===== src/rtl/cbtd_pkg.sv =====
// Shared types and constants for the compressed block texture decoder.
// No dependencies; imported by every module of the block.
package cbtd_pkg;

	// Field widths
	localparam int COLOR_W = 16;
	localparam int INDEX_W = 32;
	localparam int COORD_W = 10;
	localparam int DIM_W   = 11;
	localparam int TEXEL_W = 32;
	localparam int ROW_W   = 2;
	localparam int LANES   = 4;

	// Defaults
	localparam int                 MAX_DIMENSION_DEF = 1024;
	localparam logic [DIM_W-1:0]   DIM_RESET         = 11'd1024;
	localparam logic [ROW_W-1:0]   ROW_LAST          = 2'd3;
	localparam int                 QUEUE_DEPTH       = 2;

	// Channel masks and alpha codes
	localparam logic [4:0] MASK5        = 5'h1F;
	localparam logic [5:0] MASK6        = 6'h3F;
	localparam logic [7:0] ALPHA_OPAQUE = 8'hFF;
	localparam logic [7:0] ALPHA_CLEAR  = 8'h00;

	// One classified subblock, as it waits between front and back
	typedef struct packed {
		logic [LANES-1:0][TEXEL_W-1:0] pal;
		logic [INDEX_W-1:0]            idx;
		logic [COORD_W-1:0]            ox;
		logic [COORD_W-1:0]            oy;
	} cbtd_entry_t;

	// Handshake between neighbors
	typedef struct packed {
		logic valid;
		logic ready;
	} cbtd_hs_t;

endpackage


===== src/rtl/cbtd_front.sv =====
// Front end: accepts a subblock beat, registers it, classifies the endpoints
// and builds the four-color palette. Depends on cbtd_pkg.
module cbtd_front (
	input  logic                           clk,
	input  logic                           arst_n,
	input  logic                           in_valid,
	output logic                           in_ready,
	input  logic [cbtd_pkg::COLOR_W-1:0]   color_first,
	input  logic [cbtd_pkg::COLOR_W-1:0]   color_second,
	input  logic [cbtd_pkg::INDEX_W-1:0]   index_bits,
	input  logic [cbtd_pkg::COORD_W-1:0]   origin_x,
	input  logic [cbtd_pkg::COORD_W-1:0]   origin_y,
	output logic                           push_valid,
	input  logic                           push_ready,
	output cbtd_pkg::cbtd_entry_t          push_data
);
	import cbtd_pkg::*;

	logic               v_s1;
	logic [COLOR_W-1:0] c0_s1;
	logic [COLOR_W-1:0] c1_s1;
	logic [INDEX_W-1:0] idx_s1;
	logic [COORD_W-1:0] ox_s1;
	logic [COORD_W-1:0] oy_s1;

	function automatic logic [7:0] widen5(input logic [4:0] n);
		return {n & MASK5, n[4:2]};
	endfunction

	function automatic logic [7:0] widen6(input logic [5:0] n);
		return {n & MASK6, n[5:4]};
	endfunction

	// (3a + 5b) >> 3, built from shifts and adds
	function automatic logic [7:0] blend38(input logic [7:0] a, input logic [7:0] b);
		logic [10:0] s;
		s = ({3'b0, a} << 1) + {3'b0, a} + ({3'b0, b} << 2) + {3'b0, b};
		return s[10:3];
	endfunction

	function automatic logic [7:0] half(input logic [7:0] a, input logic [7:0] b);
		logic [8:0] s;
		s = {1'b0, a} + {1'b0, b};
		return s[8:1];
	endfunction

	assign in_ready   = !v_s1 || push_ready;
	assign push_valid = v_s1;

	// Input stage register
	always_ff @(posedge clk or negedge arst_n) begin
		if (!arst_n) begin
			v_s1 <= 1'b0;
		end else if (in_ready) begin
			v_s1 <= in_valid;
		end
	end

	always_ff @(posedge clk) begin
		if (in_ready && in_valid) begin
			c0_s1  <= color_first;
			c1_s1  <= color_second;
			idx_s1 <= index_bits;
			ox_s1  <= origin_x;
			oy_s1  <= origin_y;
		end
	end

	// Palette: gradient mode when first endpoint is larger, else halfway mode
	always_comb begin
		logic [7:0] r0, g0, b0, r1, g1, b1;
		logic [7:0] hr, hg, hb;
		r0 = widen5(c0_s1[15:11]);
		g0 = widen6(c0_s1[10:5]);
		b0 = widen5(c0_s1[4:0]);
		r1 = widen5(c1_s1[15:11]);
		g1 = widen6(c1_s1[10:5]);
		b1 = widen5(c1_s1[4:0]);
		hr = half(r0, r1);
		hg = half(g0, g1);
		hb = half(b0, b1);
		push_data.pal[0] = {ALPHA_OPAQUE, b0, g0, r0};
		push_data.pal[1] = {ALPHA_OPAQUE, b1, g1, r1};
		if (c0_s1 > c1_s1) begin
			push_data.pal[2] = {ALPHA_OPAQUE, blend38(b1, b0), blend38(g1, g0),
				blend38(r1, r0)};
			push_data.pal[3] = {ALPHA_OPAQUE, blend38(b0, b1), blend38(g0, g1),
				blend38(r0, r1)};
		end else begin
			push_data.pal[2] = {ALPHA_OPAQUE, hb, hg, hr};
			push_data.pal[3] = {ALPHA_CLEAR, hb, hg, hr};
		end
		push_data.idx = idx_s1;
		push_data.ox  = ox_s1;
		push_data.oy  = oy_s1;
	end

endmodule


===== src/rtl/cbtd_queue.sv =====
// Short queue of classified subblocks between front and back.
// Depends on cbtd_pkg for the entry type and depth.
module cbtd_queue (
	input  logic                  clk,
	input  logic                  arst_n,
	input  logic                  push_valid,
	output logic                  push_ready,
	input  cbtd_pkg::cbtd_entry_t push_data,
	output logic                  pop_valid,
	input  logic                  pop_ready,
	output cbtd_pkg::cbtd_entry_t pop_data
);
	import cbtd_pkg::*;

	localparam int PTR_W = (QUEUE_DEPTH > 1) ? $clog2(QUEUE_DEPTH) : 1;
	localparam int CNT_W = $clog2(QUEUE_DEPTH + 1);

	cbtd_entry_t      mem_q [QUEUE_DEPTH];
	logic [PTR_W-1:0] wr_ptr_q;
	logic [PTR_W-1:0] rd_ptr_q;
	logic [CNT_W-1:0] count_q;
	logic             do_push;
	logic             do_pop;

	assign push_ready = count_q != CNT_W'(QUEUE_DEPTH);
	assign pop_valid  = count_q != '0;
	assign pop_data   = mem_q[rd_ptr_q];
	assign do_push    = push_valid && push_ready;
	assign do_pop     = pop_valid && pop_ready;

	// Pointers and fill count
	always_ff @(posedge clk or negedge arst_n) begin
		if (!arst_n) begin
			wr_ptr_q <= '0;
			rd_ptr_q <= '0;
			count_q  <= '0;
		end else begin
			if (do_push) begin
				wr_ptr_q <= (wr_ptr_q == PTR_W'(QUEUE_DEPTH - 1)) ? '0 : wr_ptr_q + 1'b1;
			end
			if (do_pop) begin
				rd_ptr_q <= (rd_ptr_q == PTR_W'(QUEUE_DEPTH - 1)) ? '0 : rd_ptr_q + 1'b1;
			end
			if (do_push && !do_pop) begin
				count_q <= count_q + 1'b1;
			end else if (do_pop && !do_push) begin
				count_q <= count_q - 1'b1;
			end
		end
	end

	// Entry storage
	always_ff @(posedge clk) begin
		if (do_push) begin
			mem_q[wr_ptr_q] <= push_data;
		end
	end

endmodule


===== src/rtl/cbtd_back.sv =====
// Back end: walks the four rows of the queued subblock, picks palette
// colors, clips against the image and holds each row in an output register.
// Depends on cbtd_pkg.
module cbtd_back #(
	parameter int MAX_DIMENSION = cbtd_pkg::MAX_DIMENSION_DEF
) (
	input  logic                           clk,
	input  logic                           arst_n,
	input  logic [cbtd_pkg::DIM_W-1:0]     image_width,
	input  logic [cbtd_pkg::DIM_W-1:0]     image_height,
	input  logic                           pop_valid,
	output logic                           pop_ready,
	input  cbtd_pkg::cbtd_entry_t          pop_data,
	output logic                           out_valid,
	input  logic                           out_ready,
	output logic [cbtd_pkg::ROW_W-1:0]     row_index,
	output logic [cbtd_pkg::TEXEL_W-1:0]   texel_zero,
	output logic [cbtd_pkg::TEXEL_W-1:0]   texel_one,
	output logic [cbtd_pkg::TEXEL_W-1:0]   texel_two,
	output logic [cbtd_pkg::TEXEL_W-1:0]   texel_three,
	output logic [cbtd_pkg::LANES-1:0]     valid_mask,
	output logic                           last_row
);
	import cbtd_pkg::*;

	localparam int               DIM_MAX   = (1 << DIM_W) - 1;
	localparam logic [DIM_W-1:0] DIM_CLAMP = (MAX_DIMENSION > DIM_MAX) ?
		DIM_W'(DIM_MAX) : DIM_W'(MAX_DIMENSION);
	localparam int               SUM_W     = DIM_W + 1;

	logic [ROW_W-1:0]              row_q;
	logic                          out_v_q;
	logic [ROW_W-1:0]              row_index_q;
	logic [LANES-1:0][TEXEL_W-1:0] texel_q;
	logic [LANES-1:0]              mask_q;
	logic                          last_q;

	logic                          load;
	logic [DIM_W-1:0]              w_eff;
	logic [DIM_W-1:0]              h_eff;
	logic [LANES-1:0][TEXEL_W-1:0] texel_d;
	logic [LANES-1:0]              mask_d;

	assign load      = pop_valid && (!out_v_q || out_ready);
	assign pop_ready = load && (row_q == ROW_LAST);
	assign w_eff     = (image_width > DIM_CLAMP) ? DIM_CLAMP : image_width;
	assign h_eff     = (image_height > DIM_CLAMP) ? DIM_CLAMP : image_height;

	// Row decode: index byte, palette select and bounds check per lane
	always_comb begin
		logic [7:0]       row_bits;
		logic [1:0]       sel;
		logic             row_in;
		logic [SUM_W-1:0] col;
		row_bits = pop_data.idx[(ROW_LAST - row_q) * 8 +: 8];
		row_in   = ({{(SUM_W-COORD_W){1'b0}}, pop_data.oy} +
			{{(SUM_W-ROW_W){1'b0}}, row_q}) < {1'b0, h_eff};
		for (int k = 0; k < LANES; k++) begin
			sel        = row_bits[(LANES - 1 - k) * 2 +: 2];
			col        = {{(SUM_W-COORD_W){1'b0}}, pop_data.ox} + SUM_W'(k);
			mask_d[k]  = row_in && (col < {1'b0, w_eff});
			texel_d[k] = mask_d[k] ? pop_data.pal[sel] : '0;
		end
	end

	// Row counter and output valid
	always_ff @(posedge clk or negedge arst_n) begin
		if (!arst_n) begin
			row_q   <= '0;
			out_v_q <= 1'b0;
		end else begin
			if (load) begin
				row_q <= row_q + 1'b1;
			end
			if (load) begin
				out_v_q <= 1'b1;
			end else if (out_ready) begin
				out_v_q <= 1'b0;
			end
		end
	end

	// Output row register
	always_ff @(posedge clk) begin
		if (load) begin
			row_index_q <= row_q;
			texel_q     <= texel_d;
			mask_q      <= mask_d;
			last_q      <= row_q == ROW_LAST;
		end
	end

	assign out_valid   = out_v_q;
	assign row_index   = row_index_q;
	assign texel_zero  = texel_q[0];
	assign texel_one   = texel_q[1];
	assign texel_two   = texel_q[2];
	assign texel_three = texel_q[3];
	assign valid_mask  = mask_q;
	assign last_row    = last_q;

	// A subblock leaves the queue only after its last row
	a_pop_on_last: assert property (@(posedge clk) disable iff (!arst_n)
		pop_ready |-> row_q == ROW_LAST)
		else $error("subblock popped before its last row");

	// Row tag and last flag agree on every beat
	a_last_tag: assert property (@(posedge clk) disable iff (!arst_n)
		out_v_q |-> (last_q == (row_index_q == ROW_LAST)))
		else $error("last_row does not match row_index");

	// Clipped lane 0 carries zero
	a_clip_zero: assert property (@(posedge clk) disable iff (!arst_n)
		(out_v_q && !mask_q[0]) |-> texel_q[0] == '0)
		else $error("clipped texel not zero");

	// Output row tag matches the row counter on each loaded beat
	a_row_step: assert property (@(posedge clk) disable iff (!arst_n)
		load |=> row_index_q == $past(row_q))
		else $error("row sequence broken");

endmodule


===== src/rtl/cmpr_block_texture_decoder_top.sv =====
// Top level of the compressed block texture decoder: APB register file,
// front end, subblock queue and row back end. Depends on cbtd_pkg and all cbtd_ modules.
//
// Each accepted subblock beat (two RGB565 endpoints, 32 index bits and a texel
// origin) yields four output beats, rows 0 to 3 in order, each with four RGBA8
// texels, a lane valid mask that clips against image_width / image_height
// (register 0 at byte 0, register 1 at byte 4, 11 bits each, reset 1024, values
// above MAX_DIMENSION act as MAX_DIMENSION), and a last_row flag. The back
// end's row counter emits one row per cycle unless the queue is empty or
// out_ready is low; the front end keeps accepting into a two-entry queue while
// rows drain. Rows pass the front stage, queue and output registers. Clipped
// texels read as zero. Write registers only while the block is idle.
module cmpr_block_texture_decoder_top #(
	parameter int MAX_DIMENSION = cbtd_pkg::MAX_DIMENSION_DEF
) (
	input  logic                           clk,
	input  logic                           arst_n,
	input  logic                           psel,
	input  logic                           penable,
	input  logic                           pwrite,
	input  logic [2:0]                     paddr,
	input  logic [31:0]                    pwdata,
	output logic [31:0]                    prdata,
	output logic                           pready,
	input  logic                           in_valid,
	output logic                           in_ready,
	input  logic [cbtd_pkg::COLOR_W-1:0]   color_first,
	input  logic [cbtd_pkg::COLOR_W-1:0]   color_second,
	input  logic [cbtd_pkg::INDEX_W-1:0]   index_bits,
	input  logic [cbtd_pkg::COORD_W-1:0]   origin_x,
	input  logic [cbtd_pkg::COORD_W-1:0]   origin_y,
	output logic                           out_valid,
	input  logic                           out_ready,
	output logic [cbtd_pkg::ROW_W-1:0]     row_index,
	output logic [cbtd_pkg::TEXEL_W-1:0]   texel_zero,
	output logic [cbtd_pkg::TEXEL_W-1:0]   texel_one,
	output logic [cbtd_pkg::TEXEL_W-1:0]   texel_two,
	output logic [cbtd_pkg::TEXEL_W-1:0]   texel_three,
	output logic [cbtd_pkg::LANES-1:0]     valid_mask,
	output logic                           last_row
);
	import cbtd_pkg::*;

	localparam logic REG_WIDTH  = 1'b0;
	localparam logic REG_HEIGHT = 1'b1;

	logic [DIM_W-1:0] width_q;
	logic [DIM_W-1:0] height_q;
	logic             cfg_wr;
	cbtd_hs_t         push_hs;
	cbtd_hs_t         pop_hs;
	cbtd_entry_t      push_data;
	cbtd_entry_t      pop_data;

	// Register file
	assign pready = 1'b1;
	assign cfg_wr = psel && penable && pwrite && pready;

	always_ff @(posedge clk or negedge arst_n) begin
		if (!arst_n) begin
			width_q  <= DIM_RESET;
			height_q <= DIM_RESET;
		end else if (cfg_wr) begin
			case (paddr[2])
				REG_WIDTH:  width_q  <= pwdata[DIM_W-1:0];
				REG_HEIGHT: height_q <= pwdata[DIM_W-1:0];
				default:    width_q  <= width_q;
			endcase
		end
	end

	always_comb begin
		case (paddr[2])
			REG_WIDTH:  prdata = {{(32-DIM_W){1'b0}}, width_q};
			REG_HEIGHT: prdata = {{(32-DIM_W){1'b0}}, height_q};
			default:    prdata = '0;
		endcase
	end

	cbtd_front u_front (
		.clk          (clk),
		.arst_n       (arst_n),
		.in_valid     (in_valid),
		.in_ready     (in_ready),
		.color_first  (color_first),
		.color_second (color_second),
		.index_bits   (index_bits),
		.origin_x     (origin_x),
		.origin_y     (origin_y),
		.push_valid   (push_hs.valid),
		.push_ready   (push_hs.ready),
		.push_data    (push_data)
	);

	cbtd_queue u_queue (
		.clk        (clk),
		.arst_n     (arst_n),
		.push_valid (push_hs.valid),
		.push_ready (push_hs.ready),
		.push_data  (push_data),
		.pop_valid  (pop_hs.valid),
		.pop_ready  (pop_hs.ready),
		.pop_data   (pop_data)
	);

	cbtd_back #(
		.MAX_DIMENSION (MAX_DIMENSION)
	) u_back (
		.clk          (clk),
		.arst_n       (arst_n),
		.image_width  (width_q),
		.image_height (height_q),
		.pop_valid    (pop_hs.valid),
		.pop_ready    (pop_hs.ready),
		.pop_data     (pop_data),
		.out_valid    (out_valid),
		.out_ready    (out_ready),
		.row_index    (row_index),
		.texel_zero   (texel_zero),
		.texel_one    (texel_one),
		.texel_two    (texel_two),
		.texel_three  (texel_three),
		.valid_mask   (valid_mask),
		.last_row     (last_row)
	);

endmodule

===== config.mk =====
export PLATFORM = sky130hd
export DESIGN_NAME = cmpr_block_texture_decoder_top
export DESIGN_NICKNAME = d
export VERILOG_FILES = /design/src/rtl/cbtd_pkg.sv /design/src/rtl/cbtd_front.sv /design/src/rtl/cbtd_queue.sv /design/src/rtl/cbtd_back.sv /design/src/rtl/cmpr_block_texture_decoder_top.sv
export SDC_FILE = /design/constraint.sdc
export NUM_CORES = 1
export LEC_CHECK = 0
export BUFFER_PORTS_ARGS = -buffer_cell sky130_fd_sc_hd__buf_2
export CELL_PAD_IN_SITES_DETAIL_PLACEMENT = 0
export CELL_PAD_IN_SITES_GLOBAL_PLACEMENT = 1
export CORE_ASPECT_RATIO = 2
export CORE_MARGIN = 8
export CORE_UTILIZATION = 31
export CTS_CLUSTER_DIAMETER = 100
export DETAILED_ROUTE_END_ITERATION = 12
export PLACE_DENSITY_LB_ADDON = 0.1
export SYNTH_ARGS = -nofsm -noshare
export SYNTH_HDL_FRONTEND = slang
export SYNTH_SLANG_ARGS = --single-unit

===== constraint.sdc =====
create_clock -name clk -period 10.53 [get_ports clk]
set_input_delay 2.106 -clock clk [delete_from_list [all_inputs] [get_ports clk]]
set_output_delay 2.106 -clock clk [all_outputs]
set_load 0.02 [all_outputs]

# [Yosys cells after proc, flatten, opt, wreduce, memory -nomap -nowiden]
# Memory sizes are Yosys's and may differ from the RTL's.
# Index checks and enable logic that the tools add are counted.
[classes] n_reduce_logical=24 eq_ne=2 mux=20 shift=1 order_cmp=12 n_addsub=31 bitwise=1
[op_table] cell="32-bit binary-select mux with 2-bit select" n=4
[op_table] cell="32-bit 2-to-1 mux" n=4
[op_table] cell="11-bit by 8-bit adder with 11-bit output" n=6
[op_table] cell="64-bit 2-to-1 mux" n=1
[op_table] cell="32-bit one-hot mux with 2 select lines" n=1
[op_table] cell="9-bit by 8-bit adder with 10-bit output" n=6
[op_table] cell="12-bit by 11-bit less-than comparator with 1-bit output" n=4
[op_table] cell="10-bit by 10-bit adder with 11-bit output" n=3
[op_table] cell="11-bit by 10-bit adder with 11-bit output" n=3
[op_table] cell="32-bit by 33-bit variable part select with 8-bit output" n=1
[op_table] cell="8-bit by 8-bit adder with 9-bit output" n=3
[op_table] cell="10-bit by 2-bit adder with 11-bit output (second input constant)" n=2
[op_table] cell="11-bit greater-than comparator (second input constant)" n=2
[op_table] cell="11-bit 2-to-1 mux" n=2
[op_table] cell="16-bit greater-than comparator" n=1
[op_table] cell="1-bit logical AND" n=13
[op_table] cell="2-bit by 3-bit less-than comparator with 1-bit output (second input constant)" n=4
[op_table] cell="10-bit by 1-bit adder with 11-bit output (second input constant)" n=1
[op_table] cell="10-bit by 2-bit adder with 11-bit output" n=1
[op_table] cell="10-bit by 11-bit less-than comparator with 1-bit output" n=1
[op_table] cell="1-bit 2-to-1 mux" n=6
[op_table] cell="2-bit nonzero test" n=3
[op_table] cell="2-bit by 1-bit adder with 2-bit output (second input constant)" n=2
[op_table] cell="1-bit zero test" n=4
[op_table] cell="9 further kinds" n=13
[word_totals] regBits=249 inputBits=126 n_memories=1 word_cells=112 ramBits=328
[mem_list] name="u_queue.mem_q" depth=2 word_bits=164 rd=1 rd_ports_with_merged_regs=0 write_ports=1 line="cbtd_queue.sv:18" rtl="cbtd_entry_t mem_q [QUEUE_DEPTH];"

# [Logic depth before layout (Yosys ltp)]
[logic_depth] word_depth=8 ltp_mapped=22

# [Cells and area by module]
# Synthesis repeated with hierarchy kept, for this count alone.
[hier_totals] cells_unflattened=2207 hier_area_um2=34071.4
[by_module_without_submodules] mod="cbtd_queue" cells_each=578 area_each_um2=13538.0 n_inst=1
[by_module_without_submodules] mod="cbtd_back" cells_each=752 area_each_um2=10610.2 n_inst=1
[by_module_without_submodules] mod="cbtd_front" cells_each=793 area_each_um2=8687.1 n_inst=1
[by_module_without_submodules] mod="cmpr_block_texture_decoder_top" cells_each=84 area_each_um2=1236.2 n_inst=1

# [Least setup slack after synthesis]
# Ideal clock, no wire load.
[synth_timing] kind="input to register" from="input port out_ready" to="register u_queue.count_q[1]" setup_ps=79 t_arrival_ps=8835 slack_ps=1616 path_stages=7 t_required_ps=10451 cell_sequence="inv_1 a21oi_1 nand2_1 ha_1 xor2_1 nor2_1 xor2_1"
[synth_via] elab_chain_cells=7 word_cells_on_any_way=9 cone_classes="mux (1); reduce/logical (8)"
[synth_lines] item="start, declared" line="cmpr_block_texture_decoder_top.sv:33" rtl="input logic out_ready,"
[synth_lines] item="1-bit logical OR (*)" line="cbtd_back.sv:44" rtl="assign load = pop_valid && (!out_v_q || out_ready);"
[synth_lines] item="1-bit logical AND (*)" line="cbtd_back.sv:44"
[synth_lines] item="net u_back.load" line="cbtd_back.sv:38" rtl="logic load;"
[synth_lines] item="1-bit logical AND (*)" line="cbtd_back.sv:45" rtl="assign pop_ready = load && (row_q == ROW_LAST);"
[synth_lines] item="1-bit logical AND (*)" line="cbtd_queue.sv:29" rtl="assign do_pop = pop_valid && pop_ready;"
[synth_lines] item="1-bit zero test" line="cbtd_queue.sv:44" rtl="if (do_push && !do_pop) begin"
[synth_lines] item="1-bit logical AND" line="cbtd_queue.sv:44"
[synth_lines] item="2-bit 2-to-1 mux / 2-bit nonzero test (equally long branches)"
[synth_lines] item="end signal, assigned" line="cbtd_queue.sv:45" rtl="count_q <= count_q + 1'b1;"
[synth_lines] item="end signal, assigned" line="cbtd_queue.sv:47" rtl="count_q <= count_q - 1'b1;"
[synth_lines] item="end, declared" line="cbtd_queue.sv:21" rtl="logic [CNT_W-1:0] count_q;"
# Mark *: on every way through the listed nets, which the timed path passes. The rest lies on a longest branch.
# A chain may end at the register's enable or synchronous reset.

# [Worst setup path after layout]
[layout_timing] from="register u_queue.rd_ptr_q" to="register u_back.texel_q, in the netlist u_back.texel_one[21] (data pin)"
[layout_via] elab_chain_cells=4 word_cells_on_any_way=9 cone_classes="add/sub (2); order compare (2); shift (1); mux (2); reduce/logical (1); memory (1)"
[layout_lines] item="start, declared" line="cbtd_queue.sv:20" rtl="logic [PTR_W-1:0] rd_ptr_q;"
[layout_lines] item="start signal, assigned" line="cbtd_queue.sv:42" rtl="rd_ptr_q <= (rd_ptr_q == PTR_W'(QUEUE_DEPTH - 1)) ? '0 : rd_ptr_q + 1'b1;"
[layout_lines] item="memory read 2 x 164 bit (*)"
[layout_lines] item="10-bit by 2-bit adder with 11-bit output (tied with other cells)" line="cbtd_back.sv:56" rtl="row_in = ({{(SUM_W-COORD_W){1'b0}}, pop_data.oy} +"
[layout_lines] item="12-bit by 11-bit less-than comparator with 1-bit output (tied with other cells)" line="cbtd_back.sv:57" rtl="{{(SUM_W-ROW_W){1'b0}}, row_q}) < {1'b0, h_eff};"
[layout_lines] item="1-bit logical AND / 32-bit 2-to-1 mux (equally long branches)" line="cbtd_back.sv:61, cbtd_back.sv:62"
[layout_lines] item="end signal, assigned" line="cbtd_back.sv:87" rtl="texel_q <= texel_d;"
[layout_lines] item="end, declared" line="cbtd_back.sv:34" rtl="logic [LANES-1:0][TEXEL_W-1:0] texel_q;"
# Every way passes the cells marked *; elsewhere a longest branch is shown, timed or not. The select of a mux whose other input is x is not followed.

==> impl_metrics.toml <==
[status]
outcome = "completed"

[drt]
drc = 0
drtAntennaViolNets = 0
routed_wirelength_um = 92300
post_drt_wl_per_cell_um = 23.4
dr.pass1.iters = 5
drt-initial-drc-count = 1022
viasPerCell = 5.08
vias = 20000

[cells_and_area]
num-nets-final = 3050
final_common_cell = "edfxtp_1"
multi_input_area_um2 = 13600
regArea_um2 = 14500
drive_above_1_share = 0.183
post-route-util = 0.353
final_cell_mix = "edfxtp_1 (457), nand2_1 (253), buf_2 (250), a21oi_1 (213), ha_1 (183)"
syn2layout_area_growth_pct = 13.3
nFillCells = 9476

[timing]
fin_crit_sh = 0.495
slew_headroom = 0.232
setup_viol = 0
drv_slew = 0
finClkSkew_ns = 0.0269
fmax_ghz = 0.192
hold_violations = 0
period_needed_ns = 5.21
finalSetupTns_ns = 0
layout_setup_ws_ns = 5.32
grt_setup_unrepaired = "no"
tightestPinTransition_ns = 1.15

[placement]
place_ws_ns = 5.22
hpwl_um = 67000
gp_congestion = 0.793
portBuffers = 250

[flow_run]
drv_cap = 0

[clock_network]
cts_root_buffer = "clkbuf_16"
ctsHtreeMaxLevel = 2
clock_latency_ns = 0.64
postCtsHoldBufs = 0
cts_inserted_buffers = 49
cts-resized-gates = 0
cts_sinks = 487
cts_setup_buffers = 0
cts.clk_slew.worst_paths_ns = 0.07
cts_tree = "built"
clk_path_buf_depth = 3

[worst_setup_path]
crit_chain = "buf_12 -> mux2i_1 -> inv_1 -> ha_1 -> nand3_1 -> xnor2_1 -> ha_1 -> a21o_1 -> a21o_1 -> a2111oi_0 -> nor4b_1 -> nor4_4 -> buf_4 -> o31a_1"
slowest_delay_ns = 0.86
critPathCaptureType = "flop"
path_max_fanout = 99
r2r_start = "u_queue.rd_ptr_q"
r2r_cells = 14
crit_buf_inv = 3
crit_required_ns = 10.98
critical_path_class = "reg -> reg"
critical_path.endpoint = "u_back.texel_one[21]"
slowest_stage = "dfrtp_4"
startpoint_type = "flop"
setup.worst_path.start = "u_queue.rd_ptr_q"
critPathArrivalTime_ns = 5.67
r2r_slack_ns = 5.32
crit_family = "buffers and inverters"
cp.depth = 14
worstReg2RegEnd = "u_back.texel_one[21]"

[floorplan]
core_area_um2 = 94500
floorplan.rows = 160
initial_utilization = 0.311
num_io_pins = 296
chipHeight_um = 452
die_width_um = 234
dieArea_um2 = 106000

[synth]
synth_compound_area_frac = 0.121
synthCells = 2493
synth_top_family_by_area = "compound AO/OA/AOI/OAI gates"
synth.avg_cell_area_um2 = 11.8
synth.distinct_cells = 78
synthArstFlopShare = 0.0616
synth_edf_count = 457
synth-simple-area-share = 0.0783
synth_area_um2 = 29400
yosysTopAreaCell = "edfxtp_1"
muxShareOfSynthArea = 0.107
yosysSeqAreaShare = 0.492
synth_top_area_share = 0.467
synthAdderAreaFrac = 0.117
synth-xor-area-share = 0.0316
synth-main-ff-cell = "edfxtp_1"
ys_ff_latch = 487
synthTopCellsByArea = "edfxtp_1 (47%), ha_1 (7.8%), mux2i_1 (5.8%), fa_1 (3.9%), a21oi_1 (3.6%)"
yosys_warnings = 0

[grt]
antenna_found_initial = 5
grt_remaining_overflow = 0
grt_max_degree = 100
grt_first_pass_wirelength_um = 135000
grt_pass1_vias = 20400
globalRouteTotalUtil = 0.172

[power]
powerDensity_nw_per_um2 = 388
combPwrFrac = 0.569
switching_share = 0.465
p_int_w = 0.00691
p_leak_nw = 13.3
p_switching_w = 0.00602
power_frac_clock = 0.141
peakVddDrop_mv = 0.182
seq_power_share = 0.290

[hold_path]
hold_class = "reg -> reg"
## registers in the layout, indices dropped and copies added (netlist names), 2 cells and up
register	cells
width_q	11
u_back.texel_zero	25
u_front.idx_s1	32
u_front.ox_s1	10
u_front.c1_s1	16
u_back.texel_two	25
u_back.row_q	2
u_queue.count_q	2
u_back.valid_mask	4
height_q	11
u_back.texel_one	25
u_back.texel_three	25
u_back.row_index	2
u_queue.mem_q	266
u_front.oy_s1	10
u_front.c0_s1	16
## Yosys cell counts, drive strengths merged, types with 35 or more instances
master,n
o211ai,35
nand2,253
fa,58
o21ai,82
mux2,83
xnor2,72
nor2,97
buf,101
clkbuf,62
nor2b,41
a21oi,214
mux2i,172
inv,155
edfxtp,457
ha,183
a32oi,38
## worst min path at each step
stage | startpoint | end | slack [ns] | depth (start not counted)
after detailed placement | u_front.idx_s1[19] | u_queue.mem_q[0][39] | 0.43 | 0
final | u_front.idx_s1[6] | u_queue.mem_q[1][26] | 0.44 | 0
after global placement | u_front.ox_s1[2] | u_queue.mem_q[0][12] | 0.42 | 0
after CTS | u_front.idx_s1[6] | u_queue.mem_q[1][26] | 0.44 | 0
after global routing | u_front.idx_s1[19] | u_queue.mem_q[0][39] | 0.45 | 0
after floorplan | u_front.oy_s1[0] | u_queue.mem_q[0][0] | 0.42 | 0
## metal layers
metal | vias up | routed length [µm] | global-route usage
met4 | 2 | 3210 | 0.0594
li1 | 9507 | - | -
met2 | 483 | 43900 | 0.286
met5 | - | 12 | 0
met1 | 9893 | 41200 | 0.226
met3 | 131 | 3940 | 0.0229
## power groups by stage
stage / Clock [W] / Combinational [W] / Sequential [W]
final: 0.00183 / 0.00735 / 0.00375
after global routing: 0.00196 / 0.00808 / 0.00383
after CTS: 0.00191 / 0.00746 / 0.00377
after detailed placement: 0 / 0.00742 / 0.00380
after global placement: 0 / 0.00743 / 0.00380
after floorplan: 0 / 0.00494 / 0.00392
## layout make-up
| class | instances | share of cell area |
|---|---|---|
| Clock inverter | 39 | 0.0121 |
| Timing Repair Buffer | 282 | 0.0451 |
| Sequential cell | 487 | 0.434 |
| Inverter | 157 | 0.0177 |
| Multi-Input combinational cell | 1706 | 0.407 |
| Antenna cell | 2 | 0.000150 |
| Tap cell | 1215 | 0.0456 |
| Clock buffer | 53 | 0.0379 |
## cells by family (layout without fill, tap and decap cells)
group	count (synthesis)	after routing
AO/OA/AOI/OAI	552	552
XOR/XNOR	106	106
adder cells (fa/ha/maj)	241	241
buffers and inverters	320	531
flip-flops	487	487
multiplexers	276	276
other	2	24
AND/OR/NAND/NOR	509	509
## per-stage QoR
step | hold slack [ns] | cell area, µm² | instances | power, W
global route | 0.454 | 33300 | 3940 | 0.0139
global placement | 0.423 | 31700 | 3847 | 0.0112
floorplan | 0.421 | 29500 | 2513 | 0.00886
finish | 0.443 | 33300 | 3941 | 0.0129
CTS | 0.442 | 33300 | 3939 | 0.0131
detailed placement | 0.433 | 31700 | 3847 | 0.0112
No activity file was read; power rests on OpenSTA's default activity.
